## src/hdl/rtic_pkg.sv

```systemverilog
package rtic_pkg;

  typedef enum logic [2:0] {
    KIND_NUL,
    KIND_PLUS,
    KIND_MINUS,
    KIND_DIGIT,
    KIND_BAD
  } kind_t;

  typedef struct packed {
    kind_t      kind;
    logic [5:0] digit;
    logic       last;
  } char_item_t;

  typedef struct packed {
    logic [63:0] acc;
    logic        minus;
    logic        digit_seen;
    logic [2:0]  err;
  } snap_t;

  localparam logic [2:0] ST_OK        = 3'd0;
  localparam logic [2:0] ST_BAD_DIGIT = 3'd1;
  localparam logic [2:0] ST_BASE      = 3'd2;
  localparam logic [2:0] ST_OVERFLOW  = 3'd3;
  localparam logic [2:0] ST_EMPTY     = 3'd4;

  localparam logic [2:0] MODE_RAW = 3'd0;
  localparam logic [2:0] MODE_S64 = 3'd1;
  localparam logic [2:0] MODE_U64 = 3'd2;
  localparam logic [2:0] MODE_S32 = 3'd3;
  localparam logic [2:0] MODE_U32 = 3'd4;

  localparam logic REG_RADIX = 1'b0;
  localparam logic REG_MODE  = 1'b1;

  localparam logic [5:0] RADIX_MIN   = 6'd2;
  localparam logic [5:0] RADIX_MAX   = 6'd36;
  localparam logic [5:0] RADIX_RESET = 6'd10;

  localparam logic [7:0] CH_NUL     = 8'h00;
  localparam logic [7:0] CH_MINUS   = 8'h2d;
  localparam logic [7:0] CH_PLUS    = 8'h2b;
  localparam logic [7:0] CH_0       = 8'h30;
  localparam logic [7:0] CH_9       = 8'h39;
  localparam logic [7:0] CH_LOWER_A = 8'h61;
  localparam logic [7:0] CH_LOWER_Z = 8'h7a;
  localparam logic [7:0] CH_UPPER_A = 8'h41;
  localparam logic [7:0] CH_UPPER_Z = 8'h5a;

  localparam logic [63:0] LOW32_MASK = 64'h00000000ffffffff;

endpackage

```

## src/hdl/rtic_front.sv

```systemverilog
module rtic_front
  import rtic_pkg::*;
(
  input  logic       clk,
  input  logic       rst,
  input  logic       in_valid,
  output logic       in_ready,
  input  logic [7:0] ch,
  input  logic       last,
  output char_item_t head,
  output logic       head_valid,
  input  logic       head_ready
);

  localparam int DEPTH = 2;

  char_item_t item_in;
  char_item_t q [DEPTH];
  logic       wr_ptr;
  logic       rd_ptr;
  logic [1:0] count;
  logic       push;
  logic       pop;

  // character classification
  always_comb begin
    item_in.kind  = KIND_BAD;
    item_in.digit = 6'd0;
    item_in.last  = last;
    if (ch == CH_NUL) begin
      item_in.kind = KIND_NUL;
    end else if (ch == CH_MINUS) begin
      item_in.kind = KIND_MINUS;
    end else if (ch == CH_PLUS) begin
      item_in.kind = KIND_PLUS;
    end else if (ch >= CH_0 && ch <= CH_9) begin
      item_in.kind  = KIND_DIGIT;
      item_in.digit = 6'(ch - CH_0);
    end else if (ch >= CH_LOWER_A && ch <= CH_LOWER_Z) begin
      item_in.kind  = KIND_DIGIT;
      item_in.digit = 6'(ch - CH_LOWER_A) + 6'd10;
    end else if (ch >= CH_UPPER_A && ch <= CH_UPPER_Z) begin
      item_in.kind  = KIND_DIGIT;
      item_in.digit = 6'(ch - CH_UPPER_A) + 6'd10;
    end
  end

  assign in_ready   = (count != 2'(DEPTH));
  assign head_valid = (count != 2'd0);
  assign head       = q[rd_ptr];
  assign push       = in_valid && in_ready;
  assign pop        = head_valid && head_ready;

  always_ff @(posedge clk) begin
    if (push) begin
      q[wr_ptr] <= item_in;
    end
  end

  always_ff @(posedge clk) begin
    if (rst) begin
      wr_ptr <= 1'b0;
      rd_ptr <= 1'b0;
      count  <= 2'd0;
    end else begin
      if (push) begin
        wr_ptr <= ~wr_ptr;
      end
      if (pop) begin
        rd_ptr <= ~rd_ptr;
      end
      if (push && !pop) begin
        count <= count + 2'd1;
      end else if (pop && !push) begin
        count <= count - 2'd1;
      end
    end
  end

endmodule

```

## src/hdl/rtic_back.sv

```systemverilog
module rtic_back
  import rtic_pkg::*;
(
  input  logic       clk,
  input  logic       rst,
  input  char_item_t head,
  input  logic       head_valid,
  output logic       head_ready,
  input  logic [5:0] radix,
  output snap_t      snap,
  output logic       snap_valid,
  input  logic       snap_ready
);

  logic [63:0] acc;
  logic        at_first;
  logic        minus;
  logic        digit_seen;
  logic [2:0]  err;
  logic        terminated;

  logic [63:0] acc_next;
  logic        at_first_next;
  logic        minus_next;
  logic        digit_seen_next;
  logic [2:0]  err_next;
  logic        terminated_next;

  logic [69:0] sum;
  logic        ovf;
  logic        take;

  assign sum  = 70'(acc) * 70'(radix) + 70'(head.digit);
  assign ovf  = |sum[69:64];
  assign head_ready = !head.last || !snap_valid || snap_ready;
  assign take = head_valid && head_ready;

  always_comb begin
    acc_next        = acc;
    at_first_next   = at_first;
    minus_next      = minus;
    digit_seen_next = digit_seen;
    err_next        = err;
    terminated_next = terminated;
    if (!terminated) begin
      at_first_next = 1'b0;
      if (head.kind == KIND_NUL) begin
        terminated_next = 1'b1;
      end else if (at_first && (head.kind == KIND_MINUS || head.kind == KIND_PLUS)) begin
        minus_next = (head.kind == KIND_MINUS);
      end else if (err == ST_OK) begin
        if (head.kind != KIND_DIGIT) begin
          err_next = ST_BAD_DIGIT;
        end else begin
          digit_seen_next = 1'b1;
          if (head.digit >= radix) begin
            err_next = ST_BASE;
          end else if (ovf) begin
            err_next = ST_OVERFLOW;
          end else begin
            acc_next = sum[63:0];
          end
        end
      end
    end
  end

  always_ff @(posedge clk) begin
    if (rst) begin
      acc        <= 64'd0;
      at_first   <= 1'b1;
      minus      <= 1'b0;
      digit_seen <= 1'b0;
      err        <= ST_OK;
      terminated <= 1'b0;
      snap_valid <= 1'b0;
    end else begin
      if (take) begin
        if (head.last) begin
          acc        <= 64'd0;
          at_first   <= 1'b1;
          minus      <= 1'b0;
          digit_seen <= 1'b0;
          err        <= ST_OK;
          terminated <= 1'b0;
        end else begin
          acc        <= acc_next;
          at_first   <= at_first_next;
          minus      <= minus_next;
          digit_seen <= digit_seen_next;
          err        <= err_next;
          terminated <= terminated_next;
        end
      end
      if (take && head.last) begin
        snap_valid <= 1'b1;
      end else if (snap_ready) begin
        snap_valid <= 1'b0;
      end
    end
  end

  // string state as it stands after the final item
  always_ff @(posedge clk) begin
    if (take && head.last) begin
      snap.acc        <= acc_next;
      snap.minus      <= minus_next;
      snap.digit_seen <= digit_seen_next;
      snap.err        <= err_next;
    end
  end

endmodule

```

## src/hdl/rtic_result.sv

```systemverilog
module rtic_result
  import rtic_pkg::*;
(
  input  logic        clk,
  input  logic        rst,
  input  snap_t       snap,
  input  logic        snap_valid,
  output logic        snap_ready,
  input  logic [5:0]  radix,
  input  logic [2:0]  result_mode,
  output logic [63:0] value,
  output logic        negative,
  output logic [2:0]  status,
  output logic        out_valid,
  input  logic        out_ready
);

  logic [2:0]  st;
  logic [63:0] v;
  logic [63:0] neg_acc;
  logic        hi_zero;
  logic        load;

  assign snap_ready = !out_valid || out_ready;
  assign load       = snap_valid && snap_ready;
  assign neg_acc    = 64'd0 - snap.acc;
  assign hi_zero    = (snap.acc[63:32] == 32'd0);

  always_comb begin
    st = snap.err;
    v  = 64'd0;
    if (radix < RADIX_MIN || radix > RADIX_MAX) begin
      st = ST_BASE;
    end else if (st == ST_OK && !snap.digit_seen) begin
      st = ST_EMPTY;
    end
    if (st == ST_OK) begin
      case (result_mode)
        MODE_S64: begin
          if (snap.minus ? (snap.acc[63] && snap.acc[62:0] != 63'd0) : snap.acc[63]) begin
            st = ST_OVERFLOW;
          end else begin
            v = snap.minus ? neg_acc : snap.acc;
          end
        end
        MODE_S32: begin
          if (!hi_zero || (snap.minus ? (snap.acc[31] && snap.acc[30:0] != 31'd0)
                                      : snap.acc[31])) begin
            st = ST_OVERFLOW;
          end else begin
            v = snap.minus ? neg_acc : snap.acc;
          end
        end
        MODE_U64: begin
          if (snap.minus) begin
            st = ST_BAD_DIGIT;
          end else begin
            v = snap.acc;
          end
        end
        MODE_U32: begin
          if (snap.minus) begin
            st = ST_BAD_DIGIT;
          end else if (snap.acc > LOW32_MASK) begin
            st = ST_OVERFLOW;
          end else begin
            v = snap.acc;
          end
        end
        default: begin
          v = snap.minus ? neg_acc : snap.acc;
        end
      endcase
    end
  end

  always_ff @(posedge clk) begin
    if (rst) begin
      out_valid <= 1'b0;
    end else if (snap_ready) begin
      out_valid <= snap_valid;
    end
  end

  always_ff @(posedge clk) begin
    if (load) begin
      value    <= v;
      negative <= snap.minus;
      status   <= st;
    end
  end

endmodule

```

## src/hdl/radix_text_to_integer_checked_unit.sv

```systemverilog
// Throughput: one character item per cycle, unless an output stall holds back a final item;
// the accumulate step (64 x 6 multiply-add) handles one item each cycle.
// A result is registered in turn by the queue, the string state and the range check
// after the edge that accepts its final item, and can be held by any output stall.
// Reset clears the queue, string state and output; radix returns to 10, result_mode to 0.
module radix_text_to_integer_checked_unit
  import rtic_pkg::*;
(
  input  logic        clk,
  input  logic        rst,
  input  logic        in_valid,
  output logic        in_ready,
  input  logic [7:0]  ch,
  input  logic        last,
  output logic        out_valid,
  input  logic        out_ready,
  output logic [63:0] value,
  output logic        negative,
  output logic [2:0]  status,
  input  logic        cfg_we,
  input  logic        cfg_index,
  input  logic [5:0]  cfg_data
);

  logic [5:0] radix;
  logic [2:0] result_mode;

  char_item_t head;
  logic       head_valid;
  logic       head_ready;
  snap_t      snap;
  logic       snap_valid;
  logic       snap_ready;

  always_ff @(posedge clk) begin
    if (rst) begin
      radix       <= RADIX_RESET;
      result_mode <= MODE_RAW;
    end else if (cfg_we) begin
      case (cfg_index)
        REG_RADIX: radix       <= cfg_data;
        REG_MODE:  result_mode <= cfg_data[2:0];
        default:   radix       <= radix;
      endcase
    end
  end

  rtic_front u_front (
    .clk        (clk),
    .rst        (rst),
    .in_valid   (in_valid),
    .in_ready   (in_ready),
    .ch         (ch),
    .last       (last),
    .head       (head),
    .head_valid (head_valid),
    .head_ready (head_ready)
  );

  rtic_back u_back (
    .clk        (clk),
    .rst        (rst),
    .head       (head),
    .head_valid (head_valid),
    .head_ready (head_ready),
    .radix      (radix),
    .snap       (snap),
    .snap_valid (snap_valid),
    .snap_ready (snap_ready)
  );

  rtic_result u_result (
    .clk         (clk),
    .rst         (rst),
    .snap        (snap),
    .snap_valid  (snap_valid),
    .snap_ready  (snap_ready),
    .radix       (radix),
    .result_mode (result_mode),
    .value       (value),
    .negative    (negative),
    .status      (status),
    .out_valid   (out_valid),
    .out_ready   (out_ready)
  );

endmodule
```

## config.mk

```make
export PLATFORM = sky130hd
export DESIGN_NAME = radix_text_to_integer_checked_unit
export DESIGN_NICKNAME = d
export VERILOG_FILES = /design/src/hdl/rtic_pkg.sv /design/src/hdl/rtic_front.sv /design/src/hdl/rtic_back.sv /design/src/hdl/rtic_result.sv /design/src/hdl/radix_text_to_integer_checked_unit.sv
export SDC_FILE = /design/constraint.sdc
export NUM_CORES = 1
export LEC_CHECK = 0
export ABC_AREA = 1
export BUFFER_PORTS_ARGS = -buffer_cell sky130_fd_sc_hd__buf_2
export CAP_MARGIN = 20
export CORE_MARGIN = 2
export CORE_UTILIZATION = 45
export CTS_BUF_LIST = sky130_fd_sc_hd__clkbuf_4 sky130_fd_sc_hd__clkbuf_8 sky130_fd_sc_hd__clkbuf_16
export DETAILED_ROUTE_END_ITERATION = 8
export HOLD_SLACK_MARGIN = 0.05
export SYNTH_ARGS = -nofsm -noshare
export SYNTH_HDL_FRONTEND = slang
export SYNTH_HIERARCHICAL = 1
export SYNTH_SLANG_ARGS = --single-unit
```

## constraint.sdc

```tcl
create_clock -name clk -period 8.3 [get_ports clk]
set_clock_uncertainty 0.2 [all_clocks]
set_input_delay 0.83 -clock clk [delete_from_list [all_inputs] [get_ports clk]]
set_output_delay 0.83 -clock clk [all_outputs]
set_load 0.005 [all_outputs]
```

# After elaboration in Yosys (flattened, before gate mapping)
# Memory sizes are Yosys's and may differ from the RTL's. A register that Yosys moved wholly into a read port is not among the register bits.
# Index checks and enable logic that the tools add are counted.
# word_totals
ff_bits	223
latchBits	0
ram_bits	20
romBits	0
in_bits	21
out_inout_bits	70
elab_cells	162
mem_count	1
# mem_list
name	words	word_bits	read_ports	rd_clocked_by_memory_dff	write_ports	line_no	rtl
u_front.q	2	10	1	1	1	rtic_front.sv:18	char_item_t q [DEPTH];
# classes
add_sub_neg	9
mul	1
n_div	0
order_cmp	10
n_eq_ne	11
shifts	0
mux	66
bitwise	3
n_reduce_logical	41
# op_table
operator	count
$mux W64	14
$pmux W64 S4	1
$add A70 B6 Y70	1
$mul A64 B6 Y70	1
$gt A64 B32 Y1 const B	1
$sub A1 B64 Y64 const A	1
$reduce_bool A63 Y1	1
$mux W3	19
$logic_not A32 Y1	1
$reduce_bool A31 Y1	1
$mux W9	3
$mux W1	23
$mux W6	3
$eq A8 B6 Y1 const B	2
$ge A8 B7 Y1 const B	2
$le A8 B7 Y1 const B	2
$logic_and A1 B1 Y1	13
$add A6 B4 Y6 const B	2
$logic_not A3 Y1	4
$pmux W3 S4	1
$sub A6 B6 Y6 const B	2
$eq A3 B2 Y1 const B	3
$ge A8 B6 Y1 const B	1
$le A8 B6 Y1 const B	1
19 further kinds	38

# Logic depth before layout (Yosys ltp)
# Gate-level depths: netlist of run 1.
# depth
word_depth	11
mapped_depth	36
ltp_nobuf	32

# Modules after synthesis
# Netlist of run 1, hierarchy kept.
# by_module_without_submodules
mod	n_inst	cells_each	area_each_um2	seq_area_each_um2
rtic_back	1	2931	21448.1	3513.4
rtic_result	1	921	5903.2	2062.0
rtic_front	1	167	1619.1	700.7
radix_text_to_integer_checked_unit	1	51	359.1	180.2

# Worst setup path after synthesis of run 1
# No wires, ideal clock.
# synth_timing
path_type	reg-to-reg
start	register radix[5]
end	register, netlist name u_back/snap[8]
setup_ps	255
arrival_ps	5178
required_ps	7845
path_slack_ps	2667
stages_incl_launch_ff	30
path_buffers	3
synth_period_minus_slack_ps	5633
path_cell_list	dfxtp_1 > clkbuf_1 > clkbuf_1 > nand2_1 > fa_1 > fa_1 > inv_1 > fa_1 > inv_1 > fa_1 > inv_1 > ha_1 > nand2_1 > nand2_1 > a21oi_1 > nand2_2 > nand2_1 > nand2_2 > nand2_1 > nand2_2 > nand2_2 > nand2_1 > nand2_1 > nand2_1 > nor2_2 > nand3_2 > nor2_4 > buf_2 > nand4_1 > and2_1
# synth_via
elab_chain_cells	10
# synth_lines
item	line_no	rtl
from (decl)	radix_text_to_integer_checked_unit.sv:25	logic [5:0] radix;
from (signal assigned)	radix_text_to_integer_checked_unit.sv:41	REG_RADIX: radix <= cfg_data;
from (signal assigned)	radix_text_to_integer_checked_unit.sv:43	default: radix <= radix;
$mul A64 B6 Y70	rtic_back.sv:33	assign sum = 70'(acc) * 70'(radix) + 70'(head.digit);
$add A70 B6 Y70	rtic_back.sv:33	
$reduce_or A6 Y1	rtic_back.sv:34	assign ovf = |sum[69:64];
$mux W64	rtic_back.sv:58	end else if (ovf) begin
$mux W64 *	rtic_back.sv:56	if (head.digit >= radix) begin
$mux W64 *	rtic_back.sv:52	if (head.kind != KIND_DIGIT) begin
$mux W64 *	rtic_back.sv:51	end else if (err == ST_OK) begin
$mux W64 *	rtic_back.sv:49	end else if (at_first && (head.kind == KIND_MINUS || head.kind == KIND_PLUS)) begin
$mux W64 *	rtic_back.sv:47	if (head.kind == KIND_NUL) begin
$mux W64 *	rtic_back.sv:45	if (!terminated) begin
named net u_back.acc_next[3]	rtic_back.sv:22	logic [63:0] acc_next;
# Mark *: on every way through the listed nets, which the timed path passes. The rest lies on a longest branch.
# A chain may end at the register's enable or synchronous reset.

# Final worst setup path of run 1
# layout_timing
start	register radix[4]
end	register, netlist name u_back/snap[5]
# layout_via
elab_chain_cells	10
# layout_lines
item	line_no
$mul A64 B6 Y70	rtic_back.sv:33
$add A70 B6 Y70	rtic_back.sv:33
$reduce_or A6 Y1	rtic_back.sv:34
$mux W64	rtic_back.sv:58
$mux W64 *	rtic_back.sv:56
$mux W64 *	rtic_back.sv:52
$mux W64 *	rtic_back.sv:51
$mux W64 *	rtic_back.sv:49
$mux W64 *	rtic_back.sv:47
$mux W64 *	rtic_back.sv:45
named net u_back.acc_next[0]	rtic_back.sv:22
# Marks and branches as above.

==> flow_metrics.tcl, run 1 <==
set metrics [dict create \
    clock_latency_ns 0.58 \
    fmax_mhz 154 \
    grt_pass1_wl_um 135000 \
    antenna_found_initial 3 \
    drt_first_iter_violations 1936 \
    die_h_um 259 \
    hpwl_um 66300 \
    initial_utilization_pct 45.5 \
    track_usage_pct 25.3 \
    syn-cell-area_sq_um 29300 \
    irDropWorstVdd_mv 0.168 \
    crit_type "reg2reg" \
    postSynthCellCount 4070 \
    route.detailed.drc 0 \
    synth.yosys.warnings 6 \
    cts_resized 0 \
    synth_edf_count 157 \
    setup_tns_ns 0 \
    ys_types 53 \
    vias 24900 \
    design_area_sq_um 31100 \
    drt_pre_antenna_iters 5 \
    fin_cells 4903 \
    synthFlopType "edfxtp_1" \
    rsz0062_at_grt "false" \
    cts_tree "built" \
    core_sq_um 64500 \
    yosysTopAreaCellShare_pct 17.2 \
    start_kind "flop" \
    power.density_nw_per_um2 146 \
    place_area_sq_um 30200 \
    rows 93 \
    fillers 6483 \
    ios 91 \
    place_congestion 0.986 \
    end_kind "flop" \
    hold_viol_final 0 \
    cp_max_fo 30 \
    synth_top_area_cell "fa_1" \
    die_w_um 259 \
    postSynth.asyncResetShare_pct 0 \
    drt.antenna.violating_nets 0 \
    cts_setup_buffers 0 \
    path_clk_slew_ns 0.07 \
    dieArea_sq_um 67200 \
    synth_area_leaders "fa_1 17%, nand2_1 16%, edfxtp_1 16%" \
    io_buffers 90 \
    fin_crit_ns 6.50 \
    cpMaxStageDelayCell "dfxtp_2" \
    p_total_mw 4.54 \
    holdBufCountCts 0 \
    finalSetupViolations 0 \
    final_max_slew_viol_count 0 \
    min_path_type "in2reg" \
    crit_top_cell "nand2_1" \
    area_growth_pct 6.13 \
    worstPathRequired_ns 8.43 \
    synth.avg_cell_area_sq_um 7.21 \
    synth-seq-cells 244 \
    grt_pass1_vias 24300 \
    nNetsFinal 4462 \
    via_per_inst 5.08 \
    cts_root_buffer "clkbuf_16" \
    drive_above_1_share_pct 11.6 \
    syn_nets 4505 \
    htreeDepth 1 \
    cts_max_path_buffers 3 \
    max_cap_violations 0 \
    cpPeakStageDelay_ns 0.81 \
    numCtsBuffers 27 \
    p_leak_nw 19.0 \
    finalCritPeriodShare_pct 78.3 \
    worst_slew_pin_slew_ns 1.10 \
    wl_per_cell_um 17.1 \
    drt-total-wl_um 83900 \
    cts.sinks 244 \
    dp.cells 4853 \
    relSlewSlack_pct 26.7 \
    arrival_ns 6.63 \
    diodes 0 \
    outcome "complete, no violations" \
    grt.overflow.total 0 \
    grt_max_degree 71 \
    whs_ns 0.239 \
    ys_seq_area_share_pct 22.0 \
]
==> critical path, delay by kind of cell, from the launching register on <==
family	cells	cell delay [ns]
adder cells (fa/ha/maj)	5	2.42
AND/OR/NAND/NOR	17	2.19
flip-flops	1	0.81
buffers and inverters	4	0.59
==> layer usage <==
metal | up-vias | global-route usage, % | part of all wire, %
met4 | 2 | 5.91 | 2.2
met1 | 11800 | 36.3 | 47
met5 | - | 0 | 0.014
li1 | 12400 | - | -
met3 | 99 | 3.09 | 6.1
met2 | 681 | 40.6 | 45
==> per-stage QoR <==
step | util, % | setup WS, ns
floorplan | - | 2.67
global placement | 46.9 | 1.90
detailed placement | 46.9 | 1.89
CTS | 48.3 | 1.85
global route | 48.3 | 1.32
finish | 48.3 | 1.80
==> registers in the layout (all words and copies together), names as in the netlist, named ones only <==
name,cells
u_result/negative,1
u_front/q,20
u_front/wr_ptr,1
u_back/snap_valid,1
u_result/status,3
u_back/snap,69
u_back/at_first,1
u_back/err,3
result_mode,3
u_back/acc,64
u_result/out_valid,1
u_front/rd_ptr,1
u_back/minus,1
u_result/value,64
u_front/count,2
u_back/terminated,1
u_back/digit_seen,1
radix,6
==> synthesized netlist by cell type, types with 7 or more instances <==
| master | count |
|---|---|
| fa_1 | 252 |
| buf_4 | 8 |
| clkbuf_1 | 66 |
| edfxtp_1 | 157 |
| nand3_2 | 14 |
| xor2_1 | 68 |
| buf_2 | 80 |
| nand2_2 | 109 |
| nand4_1 | 34 |
| nand2_1 | 1266 |
| nand4_2 | 53 |
| o21ai_1 | 10 |
| a21oi_1 | 151 |
| mux2_2 | 10 |
| nor2_2 | 15 |
| o21bai_1 | 22 |
| inv_1 | 714 |
| xnor2_1 | 35 |
| o21ai_0 | 61 |
| and2_1 | 12 |
| nor2_1 | 319 |
| clkbuf_2 | 7 |
| inv_2 | 17 |
| nand3b_1 | 10 |
| nand3_1 | 159 |
| buf_1 | 22 |
| nor3_1 | 29 |
| ha_1 | 162 |
| dfxtp_1 | 87 |
| a31oi_1 | 11 |
| a21oi_2 | 52 |
==> placed cells by master, fill, tap and decap left out, types with 34 or more instances in the layout <==
master | Yosys | layout
o21ai_0 | 61 | 61
nand2_1 | 1266 | 1265
edfxtp_1 | 157 | 157
a21oi_1 | 151 | 150
fa_1 | 252 | 252
nand2_2 | 109 | 110
buf_2 | 80 | 89
nor2_1 | 319 | 318
ha_1 | 162 | 162
a21oi_2 | 52 | 52
dfxtp_1 | 87 | 81
inv_1 | 714 | 713
nand4_1 | 34 | 34
xor2_1 | 68 | 68
nand3_1 | 159 | 159
nand4_2 | 53 | 53
xnor2_1 | 35 | 35
==> final cells by class <==
class | instances | area (sq um) | share of cell area [%]
tap | 855 | 1070 | 3.44
timing repair buffer | 122 | 743 | 2.39
clock buffer | 32 | 719 | 2.31
clock inverter | 18 | 205 | 0.659
inverter | 736 | 2770 | 8.88
multi-input combinational | 2896 | 19200 | 61.6
sequential | 244 | 6460 | 20.8
==> power breakdown <==
| part | total (mW) | switching, mW | internal (mW) |
|---|---|---|---|
| combinational | 1.52 | 1.10 | 0.417 |
| clock | 1.25 | 0.527 | 0.724 |
| sequential | 1.77 | 0.207 | 1.56 |
| total | 4.54 | 1.83 | 2.70 |
==> path summary, 6_finish.rpt <==
check	startpoint	to	slack [ns]	cells past startpoint
setup / recovery	radix[4]$_SDFFE_PP0P_	u_back/snap[5]$_DFFE_PP_	1.80	26
hold / removal	last	u_front/q[1][0]$_DFFE_PP_	0.24	1
setup reg to reg	radix[4]$_SDFFE_PP0P_	u_back/snap[5]$_DFFE_PP_	1.80	26
hold reg to reg	u_back/at_first$_SDFFE_PP1P_	u_back/at_first$_SDFFE_PP1P_	0.27	2
==> cells by family (layout without fill, tap and decap cells) <==
| family | Yosys count | after routing | share of synthesized area [%] |
|---|---|---|---|
| AOI/OAI and AO/OA | 329 | 329 | 6.74 |
| buffers and inverters | 930 | 908 | 12.8 |
| xor gates and xnor gates | 103 | 103 | 3.08 |
| and+or+nand+nor | 2040 | 2040 | 30.8 |
| adders and majority gates | 414 | 414 | 24.1 |
| muxes | 10 | 10 | 0.384 |
| DFF | 244 | 244 | 22.0 |
No activity file was read; power rests on OpenSTA's default activity.
==> inputs of run 2 (changes only) <==
- ABC_AREA: 1 -> 0
- clock period: 8.3 -> 6.4 ns (I/O delays scaled with it)
==> run 2 against run 1 <==
Synthesized cell count down 39%. Sequential share of layout area is 1.6 points higher. Routed wire length down 14%.
==> flow_metrics.tcl, run 2 <==
set metrics [dict create \
    via_per_inst 5.84 \
    worstPathRequired_ns 6.52 \
    power.density_nw_per_um2 179 \
    outcome "complete, no violations" \
    fillers 4699 \
    htreeDepth 1 \
    relSlewSlack_pct 27.8 \
    drt-total-wl_um 72200 \
    synth.yosys.warnings 6 \
    path_delay_family "adder cells" \
    die_h_um 238 \
    hold_viol_final 0 \
    yosysMostFrequentCell "and2_1" \
    hpwl_um 54700 \
    largest-register "u_back/snap" \
    cpPeakStageDelay_ns 0.52 \
    ys_top_cells_by_count "376 x and2_1, 252 x fa_1, 162 x ha_1" \
    rsz0062_at_grt "true" \
    drt_first_iter_violations 1279 \
    min_path_type "in2reg" \
    largest_reg_flops 69 \
    intPower_mw 3.41 \
    vias 19700 \
    p_leak_nw 13.2 \
    crit_type "reg2reg" \
    path_clk_slew_ns 0.07 \
    crit_buf_inv 6 \
    postSynthCellCount 2466 \
    finalCritPeriodShare_pct 99.5 \
    final_cell_mix "374 x and2_1, 251 x fa_1, 157 x edfxtp_1" \
    synthFlopType "edfxtp_1" \
    syn_nets 2901 \
    start_kind "flop" \
    grt.overflow.total 0 \
    antenna_found_initial 3 \
    ys_seq_area_share_pct 26.1 \
    synth_area_leaders "fa_1 20%, edfxtp_1 19%, and2_1 9.5%" \
    die_w_um 238 \
    nNetsFinal 3079 \
    clockPowerShare_pct 31.5 \
    arrival_ns 6.49 \
    clock_latency_ns 0.57 \
    path_cells "buf_12 > and2_1 > fa_1 > fa_1 > fa_1 > ha_1 > ha_4 > nand4_1 > nor3_1 > buf_4 > o2111ai_1 > a31oi_2 > buf_4 > o2111ai_4 > a21oi_2 > o211a_2 > nand4_1 > nor4b_4 > buf_12 > buf_4 > buf_12 > mux2_2" \
    end_kind "flop" \
    seq_area_sq_um 6470 \
    wl_per_cell_um 21.5 \
    postSynth.asyncResetShare_pct 0 \
    initial_utilization_pct 45.7 \
    p_sw_mw 1.74 \
    fmax_mhz 157 \
    cts.sinks 244 \
    cts_root_buffer "clkbuf_16" \
    switching_share_pct 33.8 \
    place_congestion 0.917 \
    synth_top_area_cell "fa_1" \
    yosysTopAreaCellShare_pct 20.4 \
    numCtsBuffers 27 \
    drt.antenna.violating_nets 0 \
    dp_slack_ns -0.0952 \
    cts_max_path_buffers 3 \
    synth-seq-cells 244 \
    fin_ws_ns 0.0302 \
    p_comb_share_pct 25.5 \
    route.detailed.drc 0 \
    grt_pass1_wl_um 113000 \
    top_regs "u_back/snap (69), u_back/acc (64), u_result/value (64)" \
    io_buffers 90 \
    cp_max_fo 18 \
    drt_pre_antenna_iters 5 \
    final_max_slew_viol_count 0 \
    synth.avg_cell_area_sq_um 10.0 \
    ios 91 \
    whs_ns 0.157 \
    multi_input_area_sq_um 18100 \
    worst_slew_pin_slew_ns 1.08 \
    regToRegSetupSlack_ns 0.03 \
    syn-cell-area_sq_um 24700 \
    grt_max_degree 69 \
    max_cap_violations 0 \
    finalSetupViolations 0 \
    seqPwrFrac_pct 43.0 \
    grt_pass1_vias 20200 \
    irDropWorstVdd_mv 0.173 \
    final_common_cell "and2_1" \
    cts_tree "built" \
    synth_edf_count 157 \
    track_usage_pct 25.1 \
    fin_crit_ns 6.37 \
    ys_types 93 \
    rows 85 \
    core_sq_um 54100 \
    area_growth_pct 16.7 \
    drive_above_1_share_pct 19.3 \
    cpMaxStageDelayCell "fa_1" \
    dieArea_sq_um 56900 \
]
[run 2: cell types whose count changed after synthesis, sizes merged, moves of 40 or more]
cell	previous run	this run
nand2	1378	159
inv	732	103
and2	12	376
nor2	341	105
nand3	174	38
buf	121	45
a22o	0	73
a21oi	203	133
mux2	10	74
nand4	87	38
a21o	5	46
xor2	68	27
o31ai	1	41
[run 2: worst min-delay path: stages]
cell,delay (ns)
buf_2,0.12
nand3_1,0.06
a21oi_1,0.05
[run 2: kinds of logic after synthesis]
family	after synthesis	share of synthesized area, %
AO/OA/AOI/OAI	529	14.8
XOR/XNOR	71	2.51
adder cells (fa/ha/maj)	414	28.6
buffers and inverters	227	3.93
flip-flops	244	26.1
multiplexers	84	3.77
AND/OR/NAND/NOR	897	20.3
[run 2: worst paths after layout]
path                                          to  cells past startpoint                           start
setup / recovery       u_back/snap[40]$_DFFE_PP_                     22           radix[5]$_SDFFE_PP0P_
hold / removal       result_mode[1]$_SDFFE_PP0P_                      3                     cfg_data[1]
setup reg to reg       u_back/snap[40]$_DFFE_PP_                     22           radix[5]$_SDFFE_PP0P_
hold reg to reg   u_back/digit_seen$_SDFFE_PP0P_                      1  u_back/digit_seen$_SDFFE_PP0P_
[run 2: cell type report]
cell class	instances	share of cell area (%)
antenna	3	0.0260
sequential	244	22.4
multi-input combinational	1995	62.5
tap	696	3.02
timing repair buffer	273	7.49
clock inverter	13	0.355
inverter	103	1.34
clock buffer	37	2.86
[run 2: metrics by stage]
| stage | TNS, ns | total power, mW | utilization [%] | cells | cell area, sq um |
|---|---|---|---|---|---|
| 4_1_cts | 0 | 5.09 | 52.3 | 3350 | 28300 |
| 3_3_place_gp | -0.208 | 3.40 | 49.6 | 3287 | 26800 |
| 5_1_grt | -13.28 | 5.38 | 53.3 | 3361 | 28900 |
| 3_5_place_dp | -2.98 | 3.43 | 49.6 | 3287 | 26800 |
| 6_report | 0 | 5.16 | 53.3 | 3364 | 28900 |
| 2_1_floorplan | 0 | 2.91 | - | 2466 | 24700 |
[run 2: timing repair]
item,4_1_cts,5_1_grt
hold buffers,1,0
gates resized for setup,59,105
gates cloned,2,5
setup endpoints to repair,112,128
buffers inserted,10,7
pin swaps,8,45
endpoints found under the hold margin,2,0
[run 2: power groups by stage]
stage / Sequential (mW) / Clock (mW) / Combinational [mW]
5_1_grt: 2.24 / 1.71 / 1.42
4_1_cts: 2.21 / 1.65 / 1.23
3_5_place_dp: 2.24 / 0 / 1.19
3_3_place_gp: 2.23 / 0 / 1.17
2_1_floorplan: 2.15 / 0 / 0.765
6_report: 2.22 / 1.62 / 1.31
[run 2: metal layers]
| layer | up-vias | track usage (%) | wire length, um |
|---|---|---|---|
| met2 | 657 | 41.7 | 34100 |
| met1 | 9792 | 34.9 | 31800 |
| li1 | 9087 | - | - |
| met3 | 113 | 2.82 | 4340 |
| met4 | 2 | 6.74 | 1960 |
| met5 | - | 0 | 8 |
==> inputs of run 3 (changes only) <==
- CORE_UTILIZATION: 45 -> 60
- PLACE_DENSITY: unset -> 0.78
- clock period: 6.4 -> 6.1 ns (I/O delays scaled with it)
==> run 3 against run 2 <==
The flow now finishes with violations (negative setup slack). Combinational power increased by 8%. Global-route usage increased by 7.4 points. Non-clock buffer count rose by 104. Core utilization rose by 18 points. Sequential power rose by 5%. Via count is 6.3% higher. Register-to-register slack lost 0.43 ns. Design area rose by 1.4%. Clock power about the same. Routed wire length rose by 1.4%. Cell count is 2.0% lower. Largest cell class unchanged.
==> flow_metrics.tcl, run 3 (synthesis results as in run 2) <==
set metrics [dict create \
    outcome "finished with violations" \
    violations "negative setup slack" \
    largest-register "u_back/snap" \
    dieArea_sq_um 42900 \
    rsz0062_at_grt "true" \
    drt_first_iter_violations 2084 \
    dp.cells 3212 \
    diodes 0 \
    min_path_type "in2reg" \
    place_congestion 0.967 \
    via_per_inst 6.34 \
    antenna_found_initial 0 \
    clock_latency_ns 0.57 \
    finalSetupViolations 128 \
    end_kind "flop" \
    path_cells "buf_4 > clkbuf_16 > and2_1 > fa_1 > fa_1 > fa_1 > ha_1 > ha_1 > buf_4 > nand4_1 > nand2b_1 > a21oi_1 > o31ai_2 > a211o_1 > and3_1 > xor2_1 > nand4_1 > nor4b_4 > buf_6 > buf_12 > and3b_2 > buf_12 > clkbuf_16 > a22o_1" \
    path_clk_slew_ns 0.07 \
    hold_start "cfg_data[1]" \
    rows 74 \
    hpwl_um 53800 \
    cts.sinks 244 \
    route.detailed.drc 0 \
    top_regs "u_back/snap (69), u_back/acc (64), u_result/value (64)" \
    hold_end "result_mode[1]$_SDFFE_PP0P_" \
    r2r-start "radix[2]$_SDFFE_PP0P_" \
    power.density_nw_per_um2 184 \
    cts_max_path_buffers 3 \
    area_growth_pct 18.3 \
    fin_crit_ns 6.50 \
    die_h_um 207 \
    final_cell_mix "373 x and2_1, 252 x fa_1, 239 x buf_4" \
    numCtsBuffers 25 \
    worst_slew_pin_slew_ns 0.983 \
    vias 20900 \
    final_max_slew_viol_count 0 \
    rr_endpoint "u_back/acc[48]$_SDFFE_PP0P_" \
    regToRegSetupSlack_ns -0.40 \
    fin_cells 3297 \
    track_usage_pct 32.5 \
    hold_viol_final 0 \
    max_cap_violations 0 \
    whs_ns 0.105 \
    cp_max_fo 12 \
    irDropWorstVdd_mv 0.186 \
    crit_buf_inv 7 \
    final_common_cell "and2_1" \
    dp_slack_ns -0.387 \
    grt.overflow.total 0 \
    hold-path-cell-count 3 \
    ff2ff_path_depth 24 \
    cts_tree "built" \
    crit_top_cell "fa_1" \
    cts_root_buffer "clkbuf_16" \
    start_kind "flop" \
    arrival_ns 6.80 \
    fin_ws_ns -0.403 \
    drive_above_1_share_pct 20.9 \
    grt_max_degree 76 \
    drt_pre_antenna_iters 6 \
    wl_per_cell_um 22.2 \
    htreeDepth 1 \
    cpPeakStageDelay_ns 0.55 \
    largest_reg_flops 69 \
    fmax_mhz 154 \
    relSlewSlack_pct 33.5 \
    worstPathRequired_ns 6.40 \
    fillers 2840 \
    p_leak_nw 13.8 \
    initial_utilization_pct 60.7 \
    die_w_um 207 \
    ios 91 \
    grt_pass1_wl_um 113000 \
    drt.antenna.violating_nets 0 \
    path_delay_family "adder cells" \
    drt-total-wl_um 73200 \
    finalCritPeriodShare_pct 107 \
    core_sq_um 40700 \
    nNetsFinal 3181 \
    grt_pass1_vias 21400 \
    cpMaxStageDelayCell "fa_1" \
    io_buffers 90 \
    crit_type "reg2reg" \
]
[run 3: changes by cell type in the layout (fill, tap and decap cells not counted), moves of 6 or more]
cell	before	now
ha_4	20	4
buf_12	14	22
mux2_4	42	32
a21oi_1	118	125
ha_2	7	1
a21oi_2	13	6
ha_1	135	157
mux2_2	20	34
buf_4	153	239
[run 3: how the worst max path moves through the flow]
stage / start / cells past startpoint / slack (ns) / end
floorplan: radix[5]$_SDFFE_PP0P_ / 20 / 0.02 / u_back/snap[41]$_DFFE_PP_
global route: radix[2]$_SDFFE_PP0P_ / 26 / -0.63 / u_back/acc[42]$_SDFFE_PP0P_
finish: radix[2]$_SDFFE_PP0P_ / 24 / -0.40 / u_back/acc[48]$_SDFFE_PP0P_
global placement: radix[2]$_SDFFE_PP0P_ / 25 / -0.26 / u_back/acc[25]$_SDFFE_PP0P_
CTS: radix[2]$_SDFFE_PP0P_ / 25 / -0.24 / u_back/snap[30]$_DFFE_PP_
detailed placement: radix[1]$_SDFFE_PP1P_ / 24 / -0.39 / u_back/acc[19]$_SDFFE_PP0P_
[run 3: what timing repair did]
action,CTS,global route
setup endpoints to repair,129,132
hold endpoints to repair,2,0
gates resized for setup,27,49
hold buffers,1,0
buffers inserted,11,15
pin swaps,9,15
cloned,3,11
[run 3: worst reg2reg max path: cells and delay by family (launching register included)]
family | cells | cell delay [ns]
buffers and inverters | 7 | 1.20
flip-flops | 1 | 0.37
AO/OA/AOI/OAI | 4 | 0.81
XOR/XNOR | 1 | 0.13
adder cells (fa/ha/maj) | 5 | 2.12
AND/OR/NAND/NOR | 7 | 1.64
[run 3: layout make-up]
type,count,area [sq um],area share [%]
clock inverters,16,193,0.658
multi-input cells,1995,17700,60.5
clock buffers,30,669,2.29
well taps,532,666,2.27
inverters,103,387,1.32
repair buffers,377,3170,10.8
flip-flops and latches,244,6470,22.1
[run 3: routing by layer]
metal	global-route usage (%)	share of wire, %
met1	42.8	40
met2	53.2	47
met4	12.2	3.8
met3	6.76	8.5
met5	0	0
[run 3: power by group]
group          internal (mW)  switching (mW)
Sequential              2.08           0.244
Combinational          0.522           0.887
Clock                  0.956           0.691
[run 3: metrics by stage]
step / util, % / setup TNS, ns / cell area [sq um] / total power [mW]
finish: 71.8 / -43.35 / 29300 / 5.38
global route: 71.8 / -71.51 / 29300 / 5.57
floorplan: - / 0 / 24900 / 3.08
CTS: 70.5 / -21.71 / 28700 / 5.27
detailed placement: 67.5 / -40.14 / 27500 / 3.59
global placement: 67.5 / -27.13 / 27500 / 3.52
